[src/design/wrhp_pkg.sv]
// Shared types and constants for the WAV RIFF header parser.
package wrhp_pkg;

	localparam int OFFSET_BITS_DEF = 32;

	localparam logic [31:0] TAG_RIFF = 32'h52494646;
	localparam logic [31:0] TAG_WAVE = 32'h57415645;
	localparam logic [31:0] TAG_FMT  = 32'h666D7420;
	localparam logic [31:0] TAG_DATA = 32'h64617461;

	localparam logic [1:0] REG_FORMAT   = 2'd0;
	localparam logic [1:0] REG_CHANNELS = 2'd1;
	localparam logic [1:0] REG_RATE     = 2'd2;
	localparam logic [1:0] REG_BITS     = 2'd3;

	localparam logic [2:0] ST_OK       = 3'd0;
	localparam logic [2:0] ST_SMALL    = 3'd1;
	localparam logic [2:0] ST_MAGIC    = 3'd2;
	localparam logic [2:0] ST_OVERFLOW = 3'd3;
	localparam logic [2:0] ST_FMT      = 3'd4;
	localparam logic [2:0] ST_MISSING  = 3'd5;
	localparam logic [2:0] ST_UNSUP    = 3'd6;
	localparam logic [2:0] ST_DATA     = 3'd7;

	typedef struct packed {
		logic        accepted;
		logic [2:0]  status;
		logic [15:0] audio_format;
		logic [15:0] channel_count;
		logic [31:0] sample_rate;
		logic [15:0] sample_bits;
		logic [31:0] payload_offset;
		logic [31:0] payload_size;
	} result_t;

	typedef struct packed {
		logic        valid;
		logic        stall;
	} link_t;

endpackage

[src/design/wrhp_front.sv]
// Front part: byte parser that classifies each beat and builds the result at the last byte.
module wrhp_front #(
	parameter int OFFSET_BITS = wrhp_pkg::OFFSET_BITS_DEF
) (
	input  logic                clk,
	input  logic                arst_n,
	input  logic                in_valid,
	input  logic [7:0]          byte_in,
	input  logic                last_byte,
	input  logic [15:0]         exp_format,
	input  logic [15:0]         exp_channels,
	input  logic [31:0]         exp_rate,
	input  logic [15:0]         exp_bits,
	output wrhp_pkg::result_t   res,
	output logic                res_push
);

	typedef enum logic [2:0] {PH_RIFF, PH_RSIZE, PH_WAVE, PH_CTAG, PH_CSIZE, PH_PAY} phase_t;
	typedef enum logic [1:0] {K_OTHER, K_FMT, K_DATA} kind_t;

	phase_t                 phase_q;
	kind_t                  kind_q;
	logic [1:0]             fcnt_q;
	logic [31:0]            tag_q;
	logic [31:0]            len_q;
	logic [32:0]            left_q;
	logic [3:0]             idx_q;
	logic                   idx_sat_q;
	logic                   fmt_q, data_q;
	logic [15:0]            fmt_v_q, ch_q, bits_q;
	logic [31:0]            rate_q, dstart_q, dlen_q;
	logic [2:0]             err_q;
	logic [OFFSET_BITS-1:0] pos_q;

	logic [OFFSET_BITS-1:0] pos_n;
	logic [31:0]            tag_n, len_n;
	logic [32:0]            left_n;
	logic [31:0]            pos32;
	assign pos_n = pos_q + {{(OFFSET_BITS-1){1'b0}}, 1'b1};
	assign tag_n = {tag_q[23:0], byte_in};
	assign len_n = {byte_in, len_q[31:8]};
	assign left_n = {1'b0, len_n} + {32'd0, len_n[0]};
	assign pos32 = 32'(pos_n);

	phase_t      ph_f;
	logic [2:0]  err_f;
	logic        fmt_f, data_f;
	logic [15:0] fv_f, ch_f, bt_f;
	logic [31:0] rt_f, ds_f, dl_f, ln_f;
	logic [32:0] lf_f;

	always_comb begin
		ph_f = phase_q; err_f = err_q; fmt_f = fmt_q; data_f = data_q;
		fv_f = fmt_v_q; ch_f = ch_q; rt_f = rate_q; bt_f = bits_q;
		ds_f = dstart_q; dl_f = dlen_q; ln_f = len_q; lf_f = left_q;
		case (phase_q)
			PH_RIFF: if (fcnt_q == 2'd3) begin
				if (tag_n != wrhp_pkg::TAG_RIFF && err_f == wrhp_pkg::ST_OK) err_f = wrhp_pkg::ST_MAGIC;
				ph_f = PH_RSIZE;
			end
			PH_RSIZE: if (fcnt_q == 2'd3) ph_f = PH_WAVE;
			PH_WAVE: if (fcnt_q == 2'd3) begin
				if (tag_n != wrhp_pkg::TAG_WAVE && err_f == wrhp_pkg::ST_OK) err_f = wrhp_pkg::ST_MAGIC;
				ph_f = PH_CTAG;
			end
			PH_CTAG: if (fcnt_q == 2'd3) begin
				ph_f = PH_CSIZE;
				ln_f = '0;
			end
			PH_CSIZE: begin
				ln_f = len_n;
				if (fcnt_q == 2'd3) begin
					lf_f = left_n;
					if (kind_q == K_FMT) begin
						if (len_n < 32'd16) begin
							if (err_f == wrhp_pkg::ST_OK) err_f = wrhp_pkg::ST_FMT;
						end else fmt_f = 1'b1;
					end else if (kind_q == K_DATA) begin
						data_f = 1'b1; ds_f = pos32; dl_f = len_n;
					end
					ph_f = (left_n != 33'd0) ? PH_PAY : PH_CTAG;
				end
			end
			PH_PAY: begin
				if (kind_q == K_FMT && len_q >= 32'd16 && !idx_sat_q) begin
					case (idx_q)
						4'd0: fv_f[7:0] = byte_in;
						4'd1: fv_f[15:8] = byte_in;
						4'd2: ch_f[7:0] = byte_in;
						4'd3: ch_f[15:8] = byte_in;
						4'd4: rt_f[7:0] = byte_in;
						4'd5: rt_f[15:8] = byte_in;
						4'd6: rt_f[23:16] = byte_in;
						4'd7: rt_f[31:24] = byte_in;
						4'd14: bt_f[7:0] = byte_in;
						4'd15: bt_f[15:8] = byte_in;
						default: ;
					endcase
				end
				lf_f = left_q - 33'd1;
				if (lf_f == 33'd0) ph_f = PH_CTAG;
			end
			default: ph_f = PH_RIFF;
		endcase
	end

	logic [2:0] st;
	always_comb begin
		if (ph_f == PH_RIFF || ph_f == PH_RSIZE || ph_f == PH_WAVE) st = wrhp_pkg::ST_SMALL;
		else if (err_f != wrhp_pkg::ST_OK) st = err_f;
		else if (ph_f == PH_PAY && lf_f > {32'd0, ln_f[0]}) st = wrhp_pkg::ST_OVERFLOW;
		else if (!fmt_f || !data_f) st = wrhp_pkg::ST_MISSING;
		else if (fv_f != exp_format || ch_f != exp_channels || rt_f != exp_rate
			|| bt_f != exp_bits) st = wrhp_pkg::ST_UNSUP;
		else if (dl_f == 32'd0) st = wrhp_pkg::ST_DATA;
		else st = wrhp_pkg::ST_OK;
	end

	logic ok;
	assign ok = (st == wrhp_pkg::ST_OK);
	always_comb begin
		res.accepted = ok;
		res.status = st;
		res.audio_format = ok ? fv_f : 16'd0;
		res.channel_count = ok ? ch_f : 16'd0;
		res.sample_rate = ok ? rt_f : 32'd0;
		res.sample_bits = ok ? bt_f : 16'd0;
		res.payload_offset = ok ? ds_f : 32'd0;
		res.payload_size = ok ? dl_f : 32'd0;
	end
	assign res_push = in_valid && last_byte;

	always_ff @(posedge clk or negedge arst_n) begin
		if (!arst_n) begin
			phase_q <= PH_RIFF; kind_q <= K_OTHER; fcnt_q <= '0; tag_q <= '0;
			len_q <= '0; left_q <= '0; idx_q <= '0; idx_sat_q <= 1'b0;
			fmt_q <= 1'b0; data_q <= 1'b0; fmt_v_q <= '0; ch_q <= '0;
			bits_q <= '0; rate_q <= '0; dstart_q <= '0; dlen_q <= '0;
			err_q <= '0; pos_q <= '0;
		end else if (in_valid) begin
			if (last_byte) begin
				phase_q <= PH_RIFF; kind_q <= K_OTHER; fcnt_q <= '0; tag_q <= '0;
				len_q <= '0; left_q <= '0; idx_q <= '0; idx_sat_q <= 1'b0;
				fmt_q <= 1'b0; data_q <= 1'b0; fmt_v_q <= '0; ch_q <= '0;
				bits_q <= '0; rate_q <= '0; dstart_q <= '0; dlen_q <= '0;
				err_q <= '0; pos_q <= '0;
			end else begin
				phase_q <= ph_f; err_q <= err_f; fmt_q <= fmt_f; data_q <= data_f;
				fmt_v_q <= fv_f; ch_q <= ch_f; rate_q <= rt_f; bits_q <= bt_f;
				dstart_q <= ds_f; dlen_q <= dl_f; len_q <= ln_f; left_q <= lf_f;
				pos_q <= pos_n;
				if (phase_q != PH_PAY) fcnt_q <= fcnt_q + 2'd1;
				if (phase_q == PH_RIFF || phase_q == PH_WAVE || phase_q == PH_CTAG)
					tag_q <= tag_n;
				if (phase_q == PH_CTAG && fcnt_q == 2'd3) begin
					kind_q <= (tag_n == wrhp_pkg::TAG_FMT) ? K_FMT :
						(tag_n == wrhp_pkg::TAG_DATA) ? K_DATA : K_OTHER;
				end
				if (phase_q == PH_CSIZE) begin
					idx_q <= '0; idx_sat_q <= 1'b0;
				end else if (phase_q == PH_PAY) begin
					idx_q <= idx_q + 4'd1;
					if (idx_q == 4'd15) idx_sat_q <= 1'b1;
				end
			end
		end
	end

endmodule

[src/design/wrhp_queue.sv]
// Two-entry result queue between the parser and the output channel.
module wrhp_queue (
	input  logic              clk,
	input  logic              arst_n,
	input  logic              push,
	input  wrhp_pkg::result_t din,
	output logic              full,
	output wrhp_pkg::link_t   link,
	input  logic              out_stall,
	output wrhp_pkg::result_t dout
);

	wrhp_pkg::result_t mem_q [2];
	logic wp_q, rp_q;
	logic [1:0] cnt_q;
	logic pop;

	assign pop = (cnt_q != 2'd0) && !out_stall;
	assign full = (cnt_q == 2'd2);
	assign link.valid = (cnt_q != 2'd0);
	assign link.stall = out_stall;
	assign dout = mem_q[rp_q];

	always_ff @(posedge clk) begin
		if (push) mem_q[wp_q] <= din;
	end

	always_ff @(posedge clk or negedge arst_n) begin
		if (!arst_n) begin
			wp_q <= 1'b0; rp_q <= 1'b0; cnt_q <= '0;
		end else begin
			if (push) wp_q <= ~wp_q;
			if (pop) rp_q <= ~rp_q;
			cnt_q <= cnt_q + {1'b0, push} - {1'b0, pop};
		end
	end

endmodule

[src/design/wav_riff_header_parser.sv]
// Top level of the WAV RIFF header parser.
// One byte is taken per cycle while in_stall is low; a beat with last_byte set yields one
// result that is written into a two-entry queue and offered once the results ahead of it are taken.
// in_stall rises only while the queue holds two results the output side has not
// taken, and while it is high every beat waits, not only one with last_byte set.
module wav_riff_header_parser #(
	parameter int OFFSET_BITS = wrhp_pkg::OFFSET_BITS_DEF
) (
	input  logic        clk,
	input  logic        arst_n,
	input  logic        in_valid,
	output logic        in_stall,
	input  logic [7:0]  byte_in,
	input  logic        last_byte,
	output logic        out_valid,
	input  logic        out_stall,
	output logic        accepted,
	output logic [2:0]  status,
	output logic [15:0] audio_format,
	output logic [15:0] channel_count,
	output logic [31:0] sample_rate,
	output logic [15:0] sample_bits,
	output logic [31:0] payload_offset,
	output logic [31:0] payload_size,
	input  logic        cfg_we,
	input  logic [1:0]  cfg_index,
	input  logic [31:0] cfg_data
);

	logic [15:0] exp_format_q, exp_channels_q, exp_bits_q;
	logic [31:0] exp_rate_q;

	always_ff @(posedge clk or negedge arst_n) begin
		if (!arst_n) begin
			exp_format_q <= 16'd1; exp_channels_q <= 16'd1;
			exp_rate_q <= 32'd24000; exp_bits_q <= 16'd16;
		end else if (cfg_we) begin
			case (cfg_index)
				wrhp_pkg::REG_FORMAT:   exp_format_q <= cfg_data[15:0];
				wrhp_pkg::REG_CHANNELS: exp_channels_q <= cfg_data[15:0];
				wrhp_pkg::REG_RATE:     exp_rate_q <= cfg_data;
				wrhp_pkg::REG_BITS:     exp_bits_q <= cfg_data[15:0];
				default: ;
			endcase
		end
	end

	logic full, push, take;
	wrhp_pkg::result_t res, dout;
	wrhp_pkg::link_t link;

	assign in_stall = full;
	assign take = in_valid && !full;

	wrhp_front #(.OFFSET_BITS(OFFSET_BITS)) u_front (
		.clk, .arst_n, .in_valid(take), .byte_in, .last_byte,
		.exp_format(exp_format_q), .exp_channels(exp_channels_q),
		.exp_rate(exp_rate_q), .exp_bits(exp_bits_q),
		.res, .res_push(push)
	);

	wrhp_queue u_queue (
		.clk, .arst_n, .push, .din(res), .full, .link, .out_stall, .dout
	);

	assign out_valid = link.valid;
	assign accepted = dout.accepted;
	assign status = dout.status;
	assign audio_format = dout.audio_format;
	assign channel_count = dout.channel_count;
	assign sample_rate = dout.sample_rate;
	assign sample_bits = dout.sample_bits;
	assign payload_offset = dout.payload_offset;
	assign payload_size = dout.payload_size;

	a_acc_ok: assert property (@(posedge clk) disable iff (!arst_n)
		out_valid |-> (accepted == (status == wrhp_pkg::ST_OK))) else $error("accepted mismatch");
	a_fail_zero: assert property (@(posedge clk) disable iff (!arst_n)
		(out_valid && !accepted) |-> (payload_size == 32'd0 && sample_rate == 32'd0))
		else $error("failed result carries fields");
	a_stall_full: assert property (@(posedge clk) disable iff (!arst_n)
		in_stall |-> out_valid) else $error("input stalled with empty queue");

endmodule

[config.mk]
export PLATFORM = sky130hd
export DESIGN_NAME = wav_riff_header_parser
export DESIGN_NICKNAME = d
export VERILOG_FILES = /design/src/design/wrhp_pkg.sv /design/src/design/wrhp_front.sv /design/src/design/wrhp_queue.sv /design/src/design/wav_riff_header_parser.sv
export SDC_FILE = /design/constraint.sdc
export NUM_CORES = 1
export LEC_CHECK = 0
export BUFFER_PORTS_ARGS = -buffer_cell sky130_fd_sc_hd__clkbuf_2
export CORE_ASPECT_RATIO = 1.25
export CORE_MARGIN = 4
export CORE_UTILIZATION = 50
export CTS_CLUSTER_SIZE = 30
export DETAILED_ROUTE_END_ITERATION = 12
export GPL_TIMING_DRIVEN = 0
export PLACE_DENSITY = 0.7
export SLEW_MARGIN = 20
export SYNTH_ARGS = -nofsm -noshare
export SYNTH_HDL_FRONTEND = slang
export SYNTH_SLANG_ARGS = --single-unit
[constraint.sdc]
create_clock -name clk -period 8.6 [get_ports clk]
set_input_delay 2.58 -clock clk [delete_from_list [all_inputs] [get_ports clk]]
set_output_delay 2.58 -clock clk [all_outputs]
set_load 0.01 [all_outputs]
==> results of run 1 <==
[Yosys cell counts, types with 43 or more instances]
master | instances | area, µm²
a21oi_1 | 211 | 1060
o22ai_1 | 44 | 275
nor4_1 | 47 | 294
clkbuf_1 | 203 | 762
nand4_1 | 47 | 294
nor2_1 | 216 | 811
nor3_1 | 62 | 310
a21boi_0 | 65 | 488
nand3_1 | 73 | 365
xnor2_1 | 55 | 482
mux2_2 | 229 | 2580
xor2_1 | 43 | 377
a22oi_1 | 46 | 345
inv_1 | 50 | 188
nand2_1 | 397 | 1490
nor2_2 | 52 | 325
dfrtp_1 | 353 | 8830
a22o_1 | 67 | 587
o21ai_0 | 239 | 1200
mux2i_1 | 58 | 581
edfxtp_1 | 296 | 8890
[flip-flops by register name (all words and copies together), names as in the netlist, 24 cells and up]
register	count
u_front.pos_q	32
u_front.tag_q	24
u_front.dlen_q	32
exp_rate_q	32
u_front.rate_q	32
u_front.left_q	33
u_queue.mem_q	296
u_front.len_q	29
u_front.dstart_q	32
[worst max-delay path: cells and delay by family (launching register included)]
kind / cells / cell delay, ns
AOI/OAI and AO/OA: 3 / 1.03
and+or+nand+nor: 10 / 2.62
buffers and inverters: 7 / 3.36
adders and majority gates: 1 / 0.29
DFF: 1 / 0.36
[power breakdown]
part / internal (mW) / switching, mW
clock: 1.99 / 1.35
sequential: 3.87 / 0.544
combinational: 1.22 / 2.09
[cell families (layout without fill, tap and decap cells)]
logic type	count (synthesis)	after routing	synth area share [%]
compound gates	850	850	16.1
xor+xnor	98	98	2.49
fa+ha+maj	13	13	0.472
buf+inv	324	661	3.90
flops	659	659	52.2
mux	290	290	9.28
other cells	0	1	0
simple gates	1087	1087	15.6
[per-layer routing]
layer	share of wire [%]	wire, µm
met1	39	49900
met2	46	59300
met4	5.6	7180
met3	9.2	11800
met5	0.037	47
[area by class of cell]
cell class / count / area share, %
Timing Repair Buffer: 206 / 3.36
Inverter: 56 / 0.533
Clock buffer: 93 / 5.06
Multi-Input combinational cell: 2338 / 38.4
Clock inverter: 38 / 1.31
Buffer: 268 / 2.91
Antenna cell: 1 / 0.00635
Sequential cell: 659 / 45.6
Tap cell: 872 / 2.77
[how the worst max path moves through the flow]
| stage | start | end | slack [ns] | depth (start not counted) |
|---|---|---|---|---|
| after floorplan | in_valid | u_queue.mem_q[0][0] | 0.99 | 4 |
| after detailed placement | byte_in[4] | u_queue.mem_q[1][120] | 0.31 | 12 |
| after CTS | byte_in[4] | u_queue.mem_q[0][81] | 0.94 | 12 |
| after global routing | u_front.phase_q[0] | u_queue.mem_q[0][81] | 0.73 | 21 |
| final | u_front.phase_q[0] | u_queue.mem_q[0][81] | 0.67 | 21 |
| after global placement | arst_n | u_front.dstart_q[8] | -3.66 | 1 |
[per-stage QoR]
| stage | cell area (µm²) | hold WS (ns) | setup TNS (ns) |
|---|---|---|---|
| 2_1_floorplan | 34400 | 0.449 | 0 |
| 3_3_place_gp | 36500 | 0.459 | -1872.25 |
| 3_5_place_dp | 36900 | 0.467 | 0 |
| 4_1_cts | 39400 | 0.481 | 0 |
| 5_1_grt | 39400 | 0.492 | 0 |
| 6_report | 39400 | 0.480 | 0 |
==> key figures, run 1 <==
Synth
  – Mapped Area: 0.0344 mm²
  – Syn Area/Cell: 10.4 µm²
  – Asr flop ratio synth: 55.1%
  – Ys flop type: dfrtp_1
  – Distinct cells, synth: 100
  – Post-synth EDFFs: 296
  – Synth Instances: 3,321
  – Post-synth net total: 3,382
  – Yosys warning count: 0
  – #FFs+latches synth: 659
  – Seq/Total Area, Yosys: 52.2%

Clock tree
  – Root buf cell: clkbuf_16
  – Worst-path clk slew: 0.06 ns
  – Hold-fix buffers, CTS: 0
  – TritonCTS clock tree: done
  – CTS resizes: 0
  – Sink Count: 659
  – H-tree lvl count: 3
  – Worst-case clock buffer depth: 3
  – Latest clock arrival within the worst-skew pair: 0.64 ns
  – Setup bufs post-CTS: 0
  – Total CTS buffers: 71

Global routing
  – M2 GR Usage: 54.9%
  – Largest net degree at the start of global routing: 88
  – Grt met3 use: 7.54%
  – GRT Util Overall: 34.2%
  – Met1 Usage GRT: 44.3%
  – Initial antenna violation count: 2
  – Vias in the first global route: 28,100
  – First-pass GRT wire length: 187 mm
  – GRT overflow: 0
  – Layer with the highest usage: met2

Route
  – Final ANT Viol Nets: 0
  – Wirelength per Cell: 28.3 µm
  – Routed via count: 29,100
  – Vias per cell: 6.43
  – DRT iter0 DRCs: 3,768
  – Initial DRT Pass Iterations: 6
  – DRC viols: 0
  – Post-Route WL: 128 mm

Worst setup path
  – CP startpoint kind: flip-flop
  – Crit-path max FO: 10
  – R2R cell count: 21
  – Max incr delay on CP: 0.65 ns
  – Setup CP Type: flip-flop to flip-flop
  – Reg2reg end: u_queue.mem_q[0][81]
  – Critical-path cell list: buf_2, buf_1, buf_1, clkbuf_1, clkbuf_1, nand2_1, nor2_1, nor2_1, a22o_1, ha_1, nor2_1, nor3_1, and3_1, nand4b_1, or4_1, nor4_1, a21o_1, or4b_1, buf_2, clkbuf_1, a21oi_1
  – R2R setup slack: 0.67 ns
  – CP max-delay cell: buf_1
  – Worst endpoint data arrival time: 8.33 ns
  – Worst path required time: 8.99 ns
  – Crit. End Element: flip-flop
  – Crit Reg-Reg Startpoint: u_front.phase_q[0]

Floorplan
  – Core footprint: 0.0683 mm²
  – Initial core utilization: 50.4%
  – DIE WIDTH: 243 µm
  – Site Rows: 107
  – Die Area: 0.0732 mm²
  – Top Ports: 198
  – Height of the die: 301 µm

STA
  – Max-Slew Margin vs Limit: 12.8%
  – Fin. max-slew vios: 0
  – Min Tclk post-route: 7.93 ns
  – RSZ-0062 raised after global routing: no
  – Worst Skew: 0.0247 ns
  – Final number of hold-violating endpoints: 0
  – Max Clk Rate: 126 MHz
  – Final period utilization: 92.3%
  – Setup WS post-layout: 0.665 ns
  – Final setup vio count: 0
  – Worst-Margin Slew: 1.31 ns

Hold path
  – Worst hold path depth: 1
  – Worst Hold Path EP: u_front.fmt_v_q[5]
  – Hold_sp: u_front.fmt_v_q[5]
  – Worst Hold Class: flip-flop to flip-flop

Flow run
  – MaxCap Viol Count: 0

Layout
  – Fillers: 5,893
  – Area occupied by multi-input gates: 0.0151 mm²
  – Final Util: 57.7%
  – Reg area: 0.0180 mm²
  – Most common cell after layout, fill and taps aside: nand2_1
  – Layout cell share with drive strength beyond 1: 19.4%
  – Area added between synthesis and finish: 14.4%
  – Most frequent cells in the layout: nand2_1 (397), dfrtp_1 (353), edfxtp_1 (296), o21ai_0 (239), mux2_2 (229)
  – Layout Cells excl Fill: 4,531
  – Final-stage net count: 3,661

Power and ir drop
  – Leak pwr: 15.8 nW
  – Total power: 11.1 mW
  – Power Density: 281 mW/mm²
  – VDD IR-drop max: 0.000186 V

Placed design
  – Dpl cells: 4,399
  – Final HPWL from detailed placement: 94.5 mm
  – Pre-CTS WS: 0.311 ns
  – Routability cong.: 1.04
  – Port Buf Inserts: 192

Run status
  – Status: complete, no violations
No activity file was read; power rests on OpenSTA's default activity.
==> inputs of run 2 (changes only) <==
Settings changed: CORE_ASPECT_RATIO 1.25 to unset.
==> run 2 against run 1 <==
Compared with the run above: total power fell by 0.43%; sequential power is essentially flat; global-route usage grew 0.84 points; worst hold slack gained 0.0010 ns; critical path depth decreased by 9; clock power down 4%; non-clock buffer count grew 2; setup slack improved by 0.15 ns; wire length increased by 2.6%; via count up 1.4%; critical path type is now input port to flip-flop; largest cell class unchanged; highest routed layer unchanged.
==> key figures, run 2 (same netlist as run 1, synthesis figures left out) <==
Hold path
  – Worst Hold Class: flip-flop to flip-flop (unchanged)

STA
  – Min Tclk post-route: 7.78 ns (was 7.93 ns)
  – Final setup vio count: 0 (unchanged)
  – Max-Slew Margin vs Limit: 10.1% (was 12.8%)
  – Worst-Margin Slew: 1.35 ns (was 1.31 ns)
  – Setup WS post-layout: 0.816 ns (was 0.665 ns)
  – Max Clk Rate: 128 MHz (was 126 MHz)
  – Final period utilization: 90.5% (was 92.3%)
  – Final number of hold-violating endpoints: 0 (unchanged)
  – Min Hold Slack: 0.481 ns (was 0.480 ns)
  – Fin. max-slew vios: 0 (unchanged)
  – RSZ-0062 raised after global routing: no (unchanged)
  – Worst Skew: 0.0203 ns (was 0.0247 ns)

Layout
  – Layout cell share with drive strength beyond 1: 19.5% (was 19.4%)
  – Most frequent cells in the layout: nand2_1 (397), dfrtp_1 (353), edfxtp_1 (296), o21ai_0 (239), mux2_2 (229) (unchanged)
  – Most flops, register: u_queue.mem_q (unchanged)
  – Fillers: 5,855 (was 5,893)
  – Layout Cells excl Fill: 4,534 (was 4,531)
  – Area added between synthesis and finish: 14.3% (was 14.4%)
  – Most common cell after layout, fill and taps aside: nand2_1 (unchanged)
  – Max FFs per register: 296 (unchanged)
  – Final-stage net count: 3,664 (was 3,661)
  – Biggest regs: u_queue.mem_q (296), u_front.left_q (33) (unchanged)

Worst setup path
  – Crit path top cell by count: clkbuf_1
  – Setup CP Type: input port to flip-flop (was flip-flop to flip-flop)
  – CP bufs+invs: 5 (was 7)
  – Worst endpoint data arrival time: 8.16 ns (was 8.33 ns)
  – Crit-path max FO: 10 (unchanged)
  – Max incr delay on CP: 0.90 ns (was 0.65 ns)
  – Worst path required time: 8.97 ns (was 8.99 ns)
  – Crit-path leading delay family: buffers and inverters (unchanged)
  – CP max-delay cell: clkbuf_1 (was buf_1)
  – Crit. End Element: flip-flop (unchanged)
  – R2R setup slack: 0.92 ns (was 0.67 ns)
  – Critical-path cell list: clkbuf_2, clkbuf_1, clkbuf_1, a21boi_0, a21oi_1, nand4_1, nor4_2, nand4_1, or4b_1, buf_2, clkbuf_1, a21oi_1 (was buf_2, buf_1, buf_1, clkbuf_1, clkbuf_1, nand2_1, nor2_1, nor2_1, a22o_1, ha_1, nor2_1, nor3_1, and3_1, nand4b_1, or4_1, nor4_1, a21o_1, or4b_1, buf_2, clkbuf_1, a21oi_1)
  – CP startpoint kind: input port (was flip-flop)

Clock tree
  – Root buf cell: clkbuf_16 (unchanged)
  – Latest clock arrival within the worst-skew pair: 0.63 ns (was 0.64 ns)
  – Total CTS buffers: 72 (was 71)
  – TritonCTS clock tree: done (unchanged)
  – Setup bufs post-CTS: 0 (unchanged)
  – Worst-case clock buffer depth: 3 (unchanged)
  – Hold-fix buffers, CTS: 0 (unchanged)
  – H-tree lvl count: 3 (unchanged)
  – CTS resizes: 0 (unchanged)
  – Sink Count: 659 (unchanged)
  – Worst-path clk slew: 0.06 ns (about the same)

Power and ir drop
  – Leak pwr: 15.8 nW (about the same)
  – VDD IR-drop max: 0.000183 V (was 0.000186 V)
  – Power Density: 280 mW/mm² (was 281 mW/mm²)

Floorplan
  – Die Area: 0.0731 mm² (was 0.0732 mm²)
  – Top Ports: 198 (unchanged)
  – Site Rows: 95 (was 107)
  – Height of the die: 270 µm (was 301 µm)
  – Core footprint: 0.0678 mm² (was 0.0683 mm²)
  – Initial core utilization: 50.8% (was 50.4%)
  – DIE WIDTH: 270 µm (was 243 µm)

Route
  – Initial DRT Pass Iterations: 6 (unchanged)
  – Routed via count: 29,500 (was 29,100)
  – Vias per cell: 6.51 (was 6.43)
  – Wirelength per Cell: 29.0 µm (was 28.3 µm)
  – DRT iter0 DRCs: 4,473 (was 3,768)
  – Final ANT Viol Nets: 0 (unchanged)
  – Post-Route WL: 132 mm (was 128 mm)
  – DRC viols: 0 (unchanged)

Global routing
  – Met1 Usage GRT: 50.3% (was 44.3%)
  – Initial antenna violation count: 6 (was 2)
  – Grt met3 use: 10.1% (was 7.54%)
  – First-pass GRT wire length: 192 mm (was 187 mm)
  – Layer with the highest usage: met2 (unchanged)
  – M2 GR Usage: 51.1% (was 54.9%)
  – GRT overflow: 0 (unchanged)
  – GRT Util Overall: 35.1% (was 34.2%)
  – Vias in the first global route: 27,800 (was 28,100)
  – Largest net degree at the start of global routing: 85 (was 88)

Run status
  – Status: complete, no violations (unchanged)

Placed design
  – Routability cong.: 1.07 (was 1.04)
  – Dpl cells: 4,401 (was 4,399)
  – Pre-CTS WS: 0.507 ns (was 0.311 ns)
  – Final HPWL from detailed placement: 96.3 mm (was 94.5 mm)
  – Port Buf Inserts: 192 (unchanged)

Flow run
  – MaxCap Viol Count: 0 (unchanged)
## run 2: changes by cell type in the layout (fill, tap and decap cells not counted), moves of 2 or more
cell,previous run,this run
bufinv_16,11,5
clkbuf_8,4,9
clkinv_2,8,11
clkinvlp_4,2,5
inv_6,5,2
clkinv_1,12,10
clkinv_4,3,1
## run 2: metrics by stage
stage                     area [µm²]  utilization, %  TNS [ns]  power, mW
after floorplan                34400               -         0       6.34
after global placement         36500            53.9  -1900.40       7.69
final                          39400            58.1         0       11.0
after CTS                      39300            58.1         0       10.9
after global routing           39400            58.1         0       11.4
after detailed placement       36900            54.5         0       7.73
## run 2: per-layer routing
| metal | vias to the layer above | routed length (µm) |
|---|---|---|
| met5 | - | 44 |
| met4 | 6 | 5330 |
| met3 | 323 | 16300 |
| met2 | 1831 | 56000 |
| met1 | 14600 | 54000 |
| li1 | 12700 | - |
## run 2: final cells by class
class / instances / area (µm²) / share of cell area [%]
multi-input cells: 2338 / 15100 / 38.5
inverters: 56 / 210 / 0.534
clock buffers: 99 / 2090 / 5.31
plain buffers: 268 / 1140 / 2.91
diodes: 1 / 2.50 / 0.00636
clock inverters: 32 / 344 / 0.874
well taps: 873 / 1090 / 2.78
flip-flops and latches: 659 / 18000 / 45.7
repair buffers: 208 / 1350 / 3.43
## run 2: tightest hold or removal path: stages (launching register included)
cell and delay (ns):
dfrtp_1 0.34, nand2_1 0.05, o21ai_0 0.06
## run 2: power breakdown
| part | switching, mW | total (mW) | internal (mW) |
|---|---|---|---|
| clock network | 1.35 | 3.21 | 1.87 |
| logic | 2.16 | 3.39 | 1.22 |
| registers | 0.544 | 4.42 | 3.88 |
| total | 4.05 | 11.0 | 6.97 |
## run 2: path summary, 6_finish.rpt
kind	from	end	cells past startpoint
max	byte_in[7]	u_queue.mem_q[0][133]	12
min	u_front.dstart_q[5]	u_front.dstart_q[5]	2
max reg2reg	u_front.phase_q[0]	u_queue.mem_q[0][133]	21
min reg2reg	u_front.dstart_q[5]	u_front.dstart_q[5]	2
max in group asynchronous	arst_n	u_front.dstart_q[17]	3
min in group asynchronous	arst_n	u_front.rate_q[6]	1
